**config.mk**
```make
export PLATFORM = sky130hd
export DESIGN_NAME = rational_arith_reduce_top
export DESIGN_NICKNAME = d
export VERILOG_FILES = /design/src/hdl/rar_pkg.sv /design/src/hdl/rar_gcd.sv /design/src/hdl/rar_div.sv /design/src/hdl/rational_arith_reduce_top.sv
export VERILOG_INCLUDE_DIRS = /design/src /design/src/hdl
export SDC_FILE = /design/constraint.sdc
export NUM_CORES = 2
export LEC_CHECK = 0
export BUFFER_PORTS_ARGS = -buffer_cell sky130_fd_sc_hd__buf_4
export CORE_ASPECT_RATIO = 0.5
export CORE_MARGIN = 2
export CORE_UTILIZATION = 65
export DETAILED_ROUTE_END_ITERATION = 8
export PLACE_DENSITY = 0.8
export SLEW_MARGIN = 20
export SYNTH_ARGS = -nofsm -noshare
export SYNTH_HDL_FRONTEND = slang
export SYNTH_SLANG_ARGS = --single-unit
```
**constraint.sdc**
```tcl
create_clock -name clk -period 12.25 [get_ports clk]
set_input_delay 1.8375 -clock clk [delete_from_list [all_inputs] [get_ports clk]]
set_output_delay 1.8375 -clock clk [all_outputs]
set_load 0.03 [all_outputs]
```
**src/hdl/rational_arith_reduce_top_macros.svh**
```systemverilog
// Assertion macros shared by the rational arithmetic RTL.
`ifndef RATIONAL_ARITH_REDUCE_TOP_MACROS_SVH
`define RATIONAL_ARITH_REDUCE_TOP_MACROS_SVH

// Check a consequence in the same cycle as its antecedent.
`define RAR_ASSERT_NOW(label, ante, cons, msg) \
  label: assert property (@(posedge clk) disable iff (rst) (ante) |-> (cons)) \
    else $error(msg);

// Check a consequence in the cycle after its antecedent.
`define RAR_ASSERT_NEXT(label, ante, cons, msg) \
  label: assert property (@(posedge clk) disable iff (rst) (ante) |=> (cons)) \
    else $error(msg);

`endif

```
**src/hdl/rar_pkg.sv**
```systemverilog
// Package with shared types and codes for the rational arithmetic block.
`timescale 1ns / 1ps
package rar_pkg;

  localparam int OUT_WIDTH = 33;

  typedef enum logic [1:0] {
    OP_ADD = 2'd0,
    OP_SUB = 2'd1,
    OP_MUL = 2'd2,
    OP_DIV = 2'd3
  } op_t;

  typedef enum logic [1:0] {
    ERR_OK       = 2'd0,
    ERR_ZERO_DEN = 2'd1,
    ERR_DIV_ZERO = 2'd2
  } err_t;

  typedef enum logic [3:0] {
    S_IDLE,
    S_MUL0,
    S_MUL1,
    S_MUL2,
    S_SUM,
    S_GCD_GO,
    S_GCD_WAIT,
    S_DIVN_GO,
    S_DIVN_WAIT,
    S_DIVD_GO,
    S_DIVD_WAIT,
    S_DONE
  } state_t;

  typedef enum logic [1:0] {
    G_IDLE,
    G_REDUCE,
    G_SHIFT
  } gcd_phase_t;

endpackage

```
**src/hdl/rar_gcd.sv**
```systemverilog
// Binary GCD unit: one shift or one subtract per cycle.
`timescale 1ns / 1ps
`include "rational_arith_reduce_top_macros.svh"
module rar_gcd import rar_pkg::*; #(
  parameter int WIDTH = 33
) (
  input  logic             clk,
  input  logic             rst,
  input  logic             start,
  input  logic [WIDTH-1:0] x_in,
  input  logic [WIDTH-1:0] y_in,
  output logic             done,
  output logic [WIDTH-1:0] g
);

  localparam int KW = $clog2(WIDTH + 1);

  gcd_phase_t      phase;
  gcd_phase_t      phase_next;
  logic [WIDTH-1:0] x;
  logic [WIDTH-1:0] y;
  logic [KW-1:0]    k;
  logic [WIDTH:0]   d_xy;
  logic [WIDTH-1:0] d_yx;
  logic             x_ge_y;

  // Shared subtractor pair for the odd/odd step
  assign d_xy   = {1'b0, x} - {1'b0, y};
  assign d_yx   = y - x;
  assign x_ge_y = !d_xy[WIDTH];

  // Next phase
  always_comb begin
    phase_next = phase;
    case (phase)
      G_IDLE: begin
        if (start) phase_next = G_REDUCE;
      end
      G_REDUCE: begin
        if (x == '0) phase_next = G_SHIFT;
      end
      G_SHIFT: begin
        if (k == '0) phase_next = G_IDLE;
      end
      default: phase_next = G_IDLE;
    endcase
  end

  // Outputs: the result is y restored by the common power of two
  always_comb begin
    done = 1'b0;
    g    = y;
    case (phase)
      G_SHIFT: done = (k == '0);
      default: done = 1'b0;
    endcase
  end

  always_ff @(posedge clk) begin
    if (rst) begin
      phase <= G_IDLE;
    end else begin
      phase <= phase_next;
    end
  end

  // Reduce x and y; x reaches zero with the odd part of the gcd in y
  always_ff @(posedge clk) begin
    case (phase)
      G_IDLE: begin
        if (start) begin
          x <= x_in;
          y <= y_in;
          k <= '0;
        end
      end
      G_REDUCE: begin
        if (x != '0) begin
          if (!x[0] && !y[0]) begin
            x <= x >> 1;
            y <= y >> 1;
            k <= k + 1'b1;
          end else if (!x[0]) begin
            x <= x >> 1;
          end else if (!y[0]) begin
            y <= y >> 1;
          end else if (x_ge_y) begin
            x <= d_xy[WIDTH-1:0];
          end else begin
            y <= d_yx;
          end
        end
      end
      G_SHIFT: begin
        if (k != '0) begin
          y <= {y[WIDTH-2:0], 1'b0};
          k <= k - 1'b1;
        end
      end
      default: begin
      end
    endcase
  end

  `RAR_ASSERT_NOW(a_gcd_y_nonzero, phase == G_REDUCE, y != '0, "gcd: y reached zero")
  `RAR_ASSERT_NOW(a_gcd_x_cleared, phase == G_SHIFT, x == '0, "gcd: restore with x nonzero")

endmodule

```
**src/hdl/rar_div.sv**
```systemverilog
// Restoring serial divider: one quotient bit per cycle.
`timescale 1ns / 1ps
`include "rational_arith_reduce_top_macros.svh"
module rar_div import rar_pkg::*; #(
  parameter int WIDTH = 33
) (
  input  logic             clk,
  input  logic             rst,
  input  logic             start,
  input  logic [WIDTH-1:0] dividend,
  input  logic [WIDTH-1:0] divisor,
  output logic             done,
  output logic [WIDTH-1:0] quotient
);

  localparam int CW = $clog2(WIDTH + 1);

  logic             busy;
  logic [CW-1:0]    cnt;
  logic [WIDTH-1:0] rem;
  logic [WIDTH-1:0] quo;
  logic [WIDTH-1:0] dsr;
  logic [WIDTH:0]   sh;
  logic [WIDTH+1:0] diff;
  logic             ge;

  // Trial subtract of the divisor from the shifted remainder
  assign sh       = {rem, quo[WIDTH-1]};
  assign diff     = {1'b0, sh} - {2'b00, dsr};
  assign ge       = !diff[WIDTH+1];
  assign quotient = quo;

  // Control: count the steps, flag the last one
  always_ff @(posedge clk) begin
    if (rst) begin
      busy <= 1'b0;
      cnt  <= '0;
      done <= 1'b0;
    end else begin
      done <= 1'b0;
      if (start && !busy) begin
        busy <= 1'b1;
        cnt  <= CW'(WIDTH);
      end else if (busy) begin
        cnt <= cnt - 1'b1;
        if (cnt == CW'(1)) begin
          busy <= 1'b0;
          done <= 1'b1;
        end
      end
    end
  end

  // Datapath: shift the dividend out while quotient bits shift in
  always_ff @(posedge clk) begin
    if (start && !busy) begin
      rem <= '0;
      quo <= dividend;
      dsr <= divisor;
    end else if (busy) begin
      rem <= ge ? diff[WIDTH-1:0] : sh[WIDTH-1:0];
      quo <= {quo[WIDTH-2:0], ge};
    end
  end

  `RAR_ASSERT_NOW(a_div_rem_below, busy, rem < dsr, "div: remainder not below divisor")

endmodule

```
**src/hdl/rational_arith_reduce_top.sv**
```systemverilog
// Top level: signed fraction add, subtract, multiply, divide with gcd reduction.
`timescale 1ns / 1ps
`include "rational_arith_reduce_top_macros.svh"
// Pulse start while busy is low to hand in one beat: operation and the fractions
// num_a/den_a and num_b/den_b. Exactly one result beat follows, shown for a single
// cycle with done high; the receiver cannot hold it off, so it must take it then.
// The result is reduced to lowest terms with signs kept as computed, so result_den
// may be negative. A zero input denominator gives error_code 1, a division by a
// zero fraction gives error_code 2; both with zero outputs, on the cycle right after
// the beat is taken. Otherwise the products (three for add/subtract, two for
// multiply/divide) share one multiplier, add/subtract then combine the cross
// products, the binary gcd loop runs (one shift or subtract per cycle), and the
// two exact divisions by the gcd run one after the other through one serial
// divider, one bit a cycle, at 2*VALUE_WIDTH+1 bits. busy stays high until done.
module rational_arith_reduce_top import rar_pkg::*; #(
  parameter int VALUE_WIDTH = 16
) (
  input  logic                          clk,
  input  logic                          rst,
  input  logic                          start,
  output logic                          busy,
  input  logic [1:0]                    operation,
  input  logic signed [VALUE_WIDTH-1:0] num_a,
  input  logic signed [VALUE_WIDTH-1:0] den_a,
  input  logic signed [VALUE_WIDTH-1:0] num_b,
  input  logic signed [VALUE_WIDTH-1:0] den_b,
  output logic                          done,
  output logic signed [OUT_WIDTH-1:0]   result_num,
  output logic signed [OUT_WIDTH-1:0]   result_den,
  output logic [1:0]                    error_code
);

  localparam int W  = VALUE_WIDTH;
  localparam int PW = 2 * W;
  localparam int MW = 2 * W + 1;
  localparam int XW = (MW > OUT_WIDTH) ? MW : OUT_WIDTH;

  function automatic logic [W-1:0] mag_of(input logic [W-1:0] v);
    mag_of = v[W-1] ? W'(~v + 1'b1) : v;
  endfunction

  function automatic logic [OUT_WIDTH-1:0] to_out(input logic neg,
                                                  input logic [MW-1:0] mag);
    logic [XW-1:0] e;
    e = XW'(mag);
    if (neg) e = XW'(~e + 1'b1);
    to_out = e[OUT_WIDTH-1:0];
  endfunction

  state_t state;
  state_t state_next;

  // Captured beat
  op_t          op_r;
  err_t         err_r;
  err_t         err_in;
  logic [W-1:0] na_mag, da_mag, nb_mag, db_mag;
  logic         na_neg, da_neg, nb_neg, db_neg;

  // Working values in sign and magnitude
  logic [MW-1:0] num_mag;
  logic          num_neg;
  logic [MW-1:0] den_mag;
  logic          den_neg;
  logic [PW-1:0] q_mag;
  logic          q_neg;
  logic [MW-1:0] g;

  // Shared multiplier
  logic [W-1:0]  mul_a;
  logic [W-1:0]  mul_b;
  logic          mul_neg;
  logic [PW-1:0] prod;

  // Signed sum of the cross products
  logic [MW-1:0] q_ext;
  logic [MW-1:0] sum_mag;
  logic          sum_neg;

  // Unit handshakes
  logic          gcd_start;
  logic          gcd_done;
  logic [MW-1:0] gcd_g;
  logic          div_start;
  logic          div_done;
  logic [MW-1:0] div_dividend;
  logic [MW-1:0] div_q;

  // Classify the incoming beat
  always_comb begin
    if (den_a == '0 || den_b == '0) begin
      err_in = ERR_ZERO_DEN;
    end else if (op_t'(operation) == OP_DIV && num_b == '0) begin
      err_in = ERR_DIV_ZERO;
    end else begin
      err_in = ERR_OK;
    end
  end

  assign prod = PW'(mul_a) * PW'(mul_b);

  always_comb begin
    q_ext = MW'(q_mag);
    if (num_neg == q_neg) begin
      sum_mag = num_mag + q_ext;
      sum_neg = num_neg;
    end else if (num_mag >= q_ext) begin
      sum_mag = num_mag - q_ext;
      sum_neg = num_neg;
    end else begin
      sum_mag = q_ext - num_mag;
      sum_neg = q_neg;
    end
    if (sum_mag == '0) sum_neg = 1'b0;
  end

  // Next state
  always_comb begin
    state_next = state;
    case (state)
      S_IDLE: begin
        if (start) state_next = (err_in != ERR_OK) ? S_DONE : S_MUL0;
      end
      S_MUL0: state_next = S_MUL1;
      S_MUL1: begin
        state_next = (op_r == OP_ADD || op_r == OP_SUB) ? S_MUL2 : S_GCD_GO;
      end
      S_MUL2:     state_next = S_SUM;
      S_SUM:      state_next = S_GCD_GO;
      S_GCD_GO:   state_next = S_GCD_WAIT;
      S_GCD_WAIT: begin
        if (gcd_done) state_next = S_DIVN_GO;
      end
      S_DIVN_GO:   state_next = S_DIVN_WAIT;
      S_DIVN_WAIT: begin
        if (div_done) state_next = S_DIVD_GO;
      end
      S_DIVD_GO:   state_next = S_DIVD_WAIT;
      S_DIVD_WAIT: begin
        if (div_done) state_next = S_DONE;
      end
      S_DONE:  state_next = S_IDLE;
      default: state_next = S_IDLE;
    endcase
  end

  // Outputs and unit controls
  always_comb begin
    busy         = (state != S_IDLE);
    done         = (state == S_DONE);
    result_num   = to_out(num_neg, num_mag);
    result_den   = to_out(den_neg, den_mag);
    error_code   = err_r;
    mul_a        = '0;
    mul_b        = '0;
    mul_neg      = 1'b0;
    gcd_start    = 1'b0;
    div_start    = 1'b0;
    div_dividend = num_mag;
    case (state)
      S_MUL0: begin
        mul_a   = na_mag;
        mul_b   = (op_r == OP_MUL) ? nb_mag : db_mag;
        mul_neg = na_neg ^ ((op_r == OP_MUL) ? nb_neg : db_neg);
      end
      S_MUL1: begin
        mul_a   = da_mag;
        mul_b   = (op_r == OP_DIV) ? nb_mag : db_mag;
        mul_neg = da_neg ^ ((op_r == OP_DIV) ? nb_neg : db_neg);
      end
      S_MUL2: begin
        mul_a   = nb_mag;
        mul_b   = da_mag;
        mul_neg = nb_neg ^ da_neg ^ (op_r == OP_SUB);
      end
      S_GCD_GO:  gcd_start = 1'b1;
      S_DIVN_GO: div_start = 1'b1;
      S_DIVD_GO: begin
        div_start    = 1'b1;
        div_dividend = den_mag;
      end
      default: begin
      end
    endcase
  end

  always_ff @(posedge clk) begin
    if (rst) begin
      state <= S_IDLE;
    end else begin
      state <= state_next;
    end
  end

  // Datapath: capture, multiply, combine, reduce
  always_ff @(posedge clk) begin
    case (state)
      S_IDLE: begin
        if (start) begin
          op_r    <= op_t'(operation);
          err_r   <= err_in;
          na_mag  <= mag_of(num_a);
          da_mag  <= mag_of(den_a);
          nb_mag  <= mag_of(num_b);
          db_mag  <= mag_of(den_b);
          na_neg  <= num_a[W-1];
          da_neg  <= den_a[W-1];
          nb_neg  <= num_b[W-1];
          db_neg  <= den_b[W-1];
          num_mag <= '0;
          num_neg <= 1'b0;
          den_mag <= '0;
          den_neg <= 1'b0;
        end
      end
      S_MUL0: begin
        num_mag <= MW'(prod);
        num_neg <= mul_neg && (prod != '0);
      end
      S_MUL1: begin
        den_mag <= MW'(prod);
        den_neg <= mul_neg && (prod != '0);
      end
      S_MUL2: begin
        q_mag <= prod;
        q_neg <= mul_neg && (prod != '0);
      end
      S_SUM: begin
        num_mag <= sum_mag;
        num_neg <= sum_neg;
      end
      S_GCD_WAIT: begin
        if (gcd_done) g <= gcd_g;
      end
      S_DIVN_WAIT: begin
        if (div_done) num_mag <= div_q;
      end
      S_DIVD_WAIT: begin
        if (div_done) den_mag <= div_q;
      end
      default: begin
      end
    endcase
  end

  rar_gcd #(
    .WIDTH (MW)
  ) u_gcd (
    .clk   (clk),
    .rst   (rst),
    .start (gcd_start),
    .x_in  (num_mag),
    .y_in  (den_mag),
    .done  (gcd_done),
    .g     (gcd_g)
  );

  rar_div #(
    .WIDTH (MW)
  ) u_div (
    .clk      (clk),
    .rst      (rst),
    .start    (div_start),
    .dividend (div_dividend),
    .divisor  (g),
    .done     (div_done),
    .quotient (div_q)
  );

  `RAR_ASSERT_NEXT(a_top_accept_busy, start && !busy, busy, "top: beat taken but not busy")
  `RAR_ASSERT_NEXT(a_top_done_single, done, !done, "top: result strobe held two cycles")
  `RAR_ASSERT_NOW(a_top_err_zero, done && error_code != ERR_OK, result_num == '0 && result_den == '0, "top: error result not zero")

endmodule
```
# Yosys cells after proc, flatten, opt, wreduce, memory -nomap -nowiden
# Cells that the tools add are included.
# classes
n_addsub	15
multipliers	1
order_cmp	1
n_eq_ne	35
n_mux	71
bitwise_logic	11
n_reduce_logical	47
# op_table
op	count
$mux W33	23
$pmux W33 S3	2
$pmux W33 S4	1
$pmux W16 S3	2
$add A33 B1 Y33 const B	2
$logic_not A33 Y1	2
$not A33 Y33	2
$pmux W33 S2	1
$add A16 B1 Y16 const B	4
$not A16 Y16	4
$mux W15	4
$logic_not A16 Y1	3
$pmux W4 S11	1
$mux W6	6
$sub A34 B33 Y35	1
$sub A33 B33 Y34	1
$add A33 B32 Y33	1
$ge A33 B32 Y1	1
$reduce_bool A33 Y1	1
$sub A32 B33 Y33	1
$sub A33 B32 Y33	1
$sub A33 B33 Y33	1
$mul A16 B16 Y32	1
$mux W16	2
other kinds (43)	113
# totals
reg_bits	391

# Depth between registers and ports, before layout
# depth
word_depth	8
depth_mapped	35
mapped_depth_nobuf	31

# Hierarchy
# A second synthesis with hierarchy kept.
# unflattened
hier_cells	4488
area_unflattened_um2	39429.1
# modules_own_cells
module	instances	cells_each	area_per_inst_um2	seq_area_each_um2
rational_arith_reduce_top	1	3005	25752.2	6266.0
rar_gcd	1	940	7858.8	2202.1
rar_div	1	543	5818.1	2802.7

# Worst setup path before layout
# No wires, ideal clock.
# synth_timing
kind	reg2reg
start	reg state[3]
end	reg num_neg (data pin)
setup_ns	0.256
t_arrival_ns	9.931
required_ns	11.994
path_slack_ns	2.062
stages_incl_launch_ff	33
period_less_slack_ns	10.188
cell_sequence	dfxtp_1 buf_2 nand2b_1 buf_4 nor2_2 clkbuf_1 buf_1 nand2_1 nand2_1 clkbuf_1 nand2_1 fa_1 fa_1 inv_1 fa_1 fa_1 fa_1 inv_1 fa_1 inv_1 ha_1 a21o_1 a21oi_1 nor2_1 a2111oi_0 a21oi_1 xor2_1 or4_1 or4b_1 or4_1 nor4_1 or4b_1 a22o_1
# synth_between
elab_chain_cells	6
word_cells_on_any_way	12
# synth_rtl
item	line_no	rtl
from (decl)	rational_arith_reduce_top.sv:50	state_t state;
from (signal assigned)	rational_arith_reduce_top.sv:191	state <= state_next;
$eq A4 B2 Y1 or $eq A4 B1 Y1 (tied branches)	rational_arith_reduce_top.sv:160	case (state)
$pmux W16 S3	rational_arith_reduce_top.sv:160	
$mul A16 B16 Y32 (*)	rational_arith_reduce_top.sv:100	assign prod = PW'(mul_a) * PW'(mul_b);
via prod[19]	rational_arith_reduce_top.sv:73	logic [PW-1:0] prod;
$reduce_bool A32 Y1 (*)	rational_arith_reduce_top.sv:218	num_neg <= mul_neg && (prod != '0);
$logic_and A1 B1 Y1 (*)	rational_arith_reduce_top.sv:218	
$pmux W1 S3 (*)	rational_arith_reduce_top.sv:197	case (state)
to (signal assigned)	rational_arith_reduce_top.sv:218	
to (signal assigned)	rational_arith_reduce_top.sv:230	num_neg <= sum_neg;
to (decl)	rational_arith_reduce_top.sv:62	logic num_neg;
# Mark *: on every way through the listed nets, which the timed path passes. The rest lies on a longest branch.
# A chain may end at the register's enable or synchronous reset.

# Worst setup path in the final report
# layout_timing
start	reg state[1]
end	reg num_neg (data pin)
# The elaborated chain is that of the path after synthesis.

==> flow_summary.ini <==
[sta]
worst_slew_pin_slew_ps = 1070
max_freq_mhz = 97.8
fin_ws_ps = 2020
clock_skew_ps = 42.6
period_minus_slack_ps = 10230
tns_ps = 0
post-route-period-util_pct = 83.5
setup_viol = 0
grt_setup_unrepaired = no
slew_headroom_pct = 26.5
report.final.slew_viol_count = 0
hold_violations = 0

[setup_path]
critPathMaxFanout = 41
ff2ff_path_depth = 27
r2r_setup_slack_ps = 2020
path_delay_family = simple AND/OR/NAND/NOR gates
cp_common_cell = fa_1
end_kind = flop
r2r-start = state[1]
critPathArrivalTime_ps = 10560
required_ps = 12590
reg2reg_to = num_neg
critPathBufInv = 3
slowest_delay_ps = 820
worstSetupStartpointType = flop
cpMaxStageDelayCell = nor2_4
path_class = reg -> reg

[placed_design]
place_hpwl_mm = 90.7
place_ws_ps = 2180
io_buffer_count = 138
gp_congestion = 1.05
placed_area_um2 = 39400

[clocking]
clkSinkCount = 391
root_buffer = clkbuf_16
cts_tree = done
cts_max_level = 2
hold_buffers = 0
clockBufferDepth = 3
clk_pin_slew_ps = 70
cts_setup_buffers = 0
cts_resized = 0
clock_latency_ps = 590
cts_buffers = 37

[logic_synthesis]
syn_area_um2 = 37800
synth_seq_cells = 391
ys_warn_count = 0
syn-num-nets = 4905
ys_types = 84
yosysSeqAreaShare_pct = 29.8
async_reset_ff_share_pct = 0
synth.avg_cell_area_um2 = 8.75
synth_cells = 4319
synth-edff-count = 344
ys.flop_type = edfxtp_1

[drt]
detail_route.first_pass.iterations = 6
drt_iter0_markers = 4085
antenna_left = 0
drc = 0
wl_mm = 118
vias_per_cell = 6.54
routedWlPerCell_um = 22.9
dr_total_vias = 33600

[pwr]
power_density_nw_per_um2 = 246
leakagePower_nw = 17.6
irDropWorstVdd_mv = 0.164

[die]
core_area_um2 = 57400
die_area_um2 = 60200
io_pins = 139
rows = 62
die_h_um = 175
die_w_um = 345
initial_utilization_pct = 65.9

[global_routing]
grt_pass1_vias = 32000
gr-total-overflow = 0
grtUsageTotal_pct = 38.6
grt_pass1_wl_mm = 182
antenna_found_initial = 1
grt_max_degree = 73

[worst_hold_path]
holdPathStages = 0
whs_endpoint = u_div.dsr[19]
hp-start = g[19]
hp-class = reg -> reg

[final_layout]
postLayoutCellArea_um2 = 40600
drive_gt1_share_pct = 6.74
final_common_cell = inv_1
final_cell_mix = inv_1 (507), nand2_1 (445), nor2_1 (350)
n_antenna_cell = 0
syn_to_final_growth_pct = 7.50
final_util_pct = 70.8
layout.nets = 4920

[flow_run]
cap_violations = 0

[outcome]
status = completed
-- sequential cells by signal (all words and copies together) (netlist names), 2 cells and up --
register and flops:
nb_mag 16, u_div.dsr 33, u_div.rem 33, state 4, den_mag 33, g 33
num_mag 33, q_mag 32, db_mag 16, u_gcd.phase 2, u_gcd.g 33, u_gcd.k 6
op_r 2, u_gcd.x 33, na_mag 16, error_code 2, u_div.quotient 33, da_mag 16
u_div.cnt 6
-- routing by layer --
metal  routed length [um]  part of all wire (%)  vias to the layer above  global-route usage [%]
li1                     -                     -                    15100                       -
met1                47800                    41                    16100                    53.7
met2                51700                    44                     2073                    60.3
met3                13900                    12                      262                    8.28
met4                 4190                   3.6                        0                    12.6
met5                    0                     0                        -                       0
-- worst register-to-register path, stage by stage, from the launching register on --
cell and delay, ps:
dfxtp_1 660, nand2b_1 330, nor2_4 820, nand2_1 200, nand2_1 430, nand2_1 150, fa_1 520, fa_1 540
inv_1 60, fa_1 480, fa_1 510, fa_1 490, inv_1 50, fa_1 470, inv_1 40, ha_1 340
a21o_1 180, a21oi_1 170, nor2_1 80, a2111oi_0 550, a21oi_1 250, xor2_1 240, or4_1 560, or4b_1 460
or4_1 400, nor4_1 210, or4b_1 500, a22o_1 250
-- worst max path at each step --
stage | from | endpoint | slack (ps) | cells after the start
finish | state[1] | num_neg | 2020 | 27
global route | state[1] | num_neg | 1370 | 27
CTS | state[1] | num_neg | 2120 | 27
detailed placement | state[1] | num_neg | 2180 | 27
global placement | state[1] | num_neg | 2440 | 27
floorplan | state[3] | num_neg | 2060 | 32
-- cell families (layout without fill, tap and decap cells) --
group	count (synthesis)	in the layout	synth area share (%)
buf+inv	718	761	7.18
xor+xnor	256	256	5.93
flops	391	391	29.8
mux	51	51	1.35
compound gates	1126	1126	19.3
fa+ha+maj	517	517	21.1
simple gates	1260	1260	15.3
-- final cells by class --
type	count	area (um^2)
multi-input combinational	3210	23900
fill	4323	16800
sequential	391	11300
inverter	512	1920
timing repair buffer	182	1380
clock buffer	46	980
tap	768	961
clock inverter	21	206
-- synthesized netlist by cell type (all sizes together) (11+ instances only) --
| master | instances | area [um^2] |
|---|---|---|
| a211o | 15 | 131 |
| fa | 201 | 4020 |
| a22o | 34 | 298 |
| and3 | 16 | 100 |
| o221ai | 26 | 228 |
| dfxtp | 47 | 941 |
| nand2 | 447 | 1680 |
| o41ai | 22 | 193 |
| nor4 | 26 | 163 |
| xor2 | 51 | 447 |
| a31oi | 25 | 156 |
| a22oi | 37 | 278 |
| nor3b | 14 | 105 |
| or2 | 18 | 113 |
| a221o | 20 | 200 |
| and2 | 30 | 188 |
| or4 | 23 | 173 |
| a21o | 104 | 781 |
| o21a | 21 | 158 |
| nand4 | 28 | 175 |
| o21bai | 32 | 240 |
| nor2b | 32 | 200 |
| inv | 510 | 1910 |
| o211ai | 18 | 135 |
| nand3 | 92 | 460 |
| ha | 316 | 3950 |
| edfxtp | 344 | 10300 |
| mux2i | 50 | 500 |
| a21oi | 301 | 1510 |
| o21ai | 264 | 1320 |
| nor2 | 359 | 1360 |
| nand2b | 45 | 282 |
| xnor2 | 205 | 1800 |
| a211oi | 38 | 285 |
| o311ai | 11 | 96.3 |
| nor3 | 73 | 365 |
| a221oi | 11 | 103 |
| o22ai | 15 | 93.8 |
| buf | 17 | 82.6 |
| clkbuf | 189 | 709 |
| or3 | 32 | 200 |
| o31ai | 53 | 398 |
| a21boi | 14 | 105 |
-- through the flow --
stage / power, W / hold slack, ps / std cells
floorplan: 0.00659 / 400 / 4319
global placement: 0.00843 / 401 / 5061
detailed placement: 0.00857 / 405 / 5061
CTS: 0.00977 / 415 / 5128
global route: 0.0106 / 414 / 5130
finish: 0.0100 / 413 / 5130
-- power breakdown --
part / internal, W / leakage (nW) / switching [W]
Clock: 0.000623 / 0.575 / 0.000550
Sequential: 0.00190 / 3.62 / 0.000486
Combinational: 0.00227 / 13.4 / 0.00418
Power figures use the tool's default switching activity.
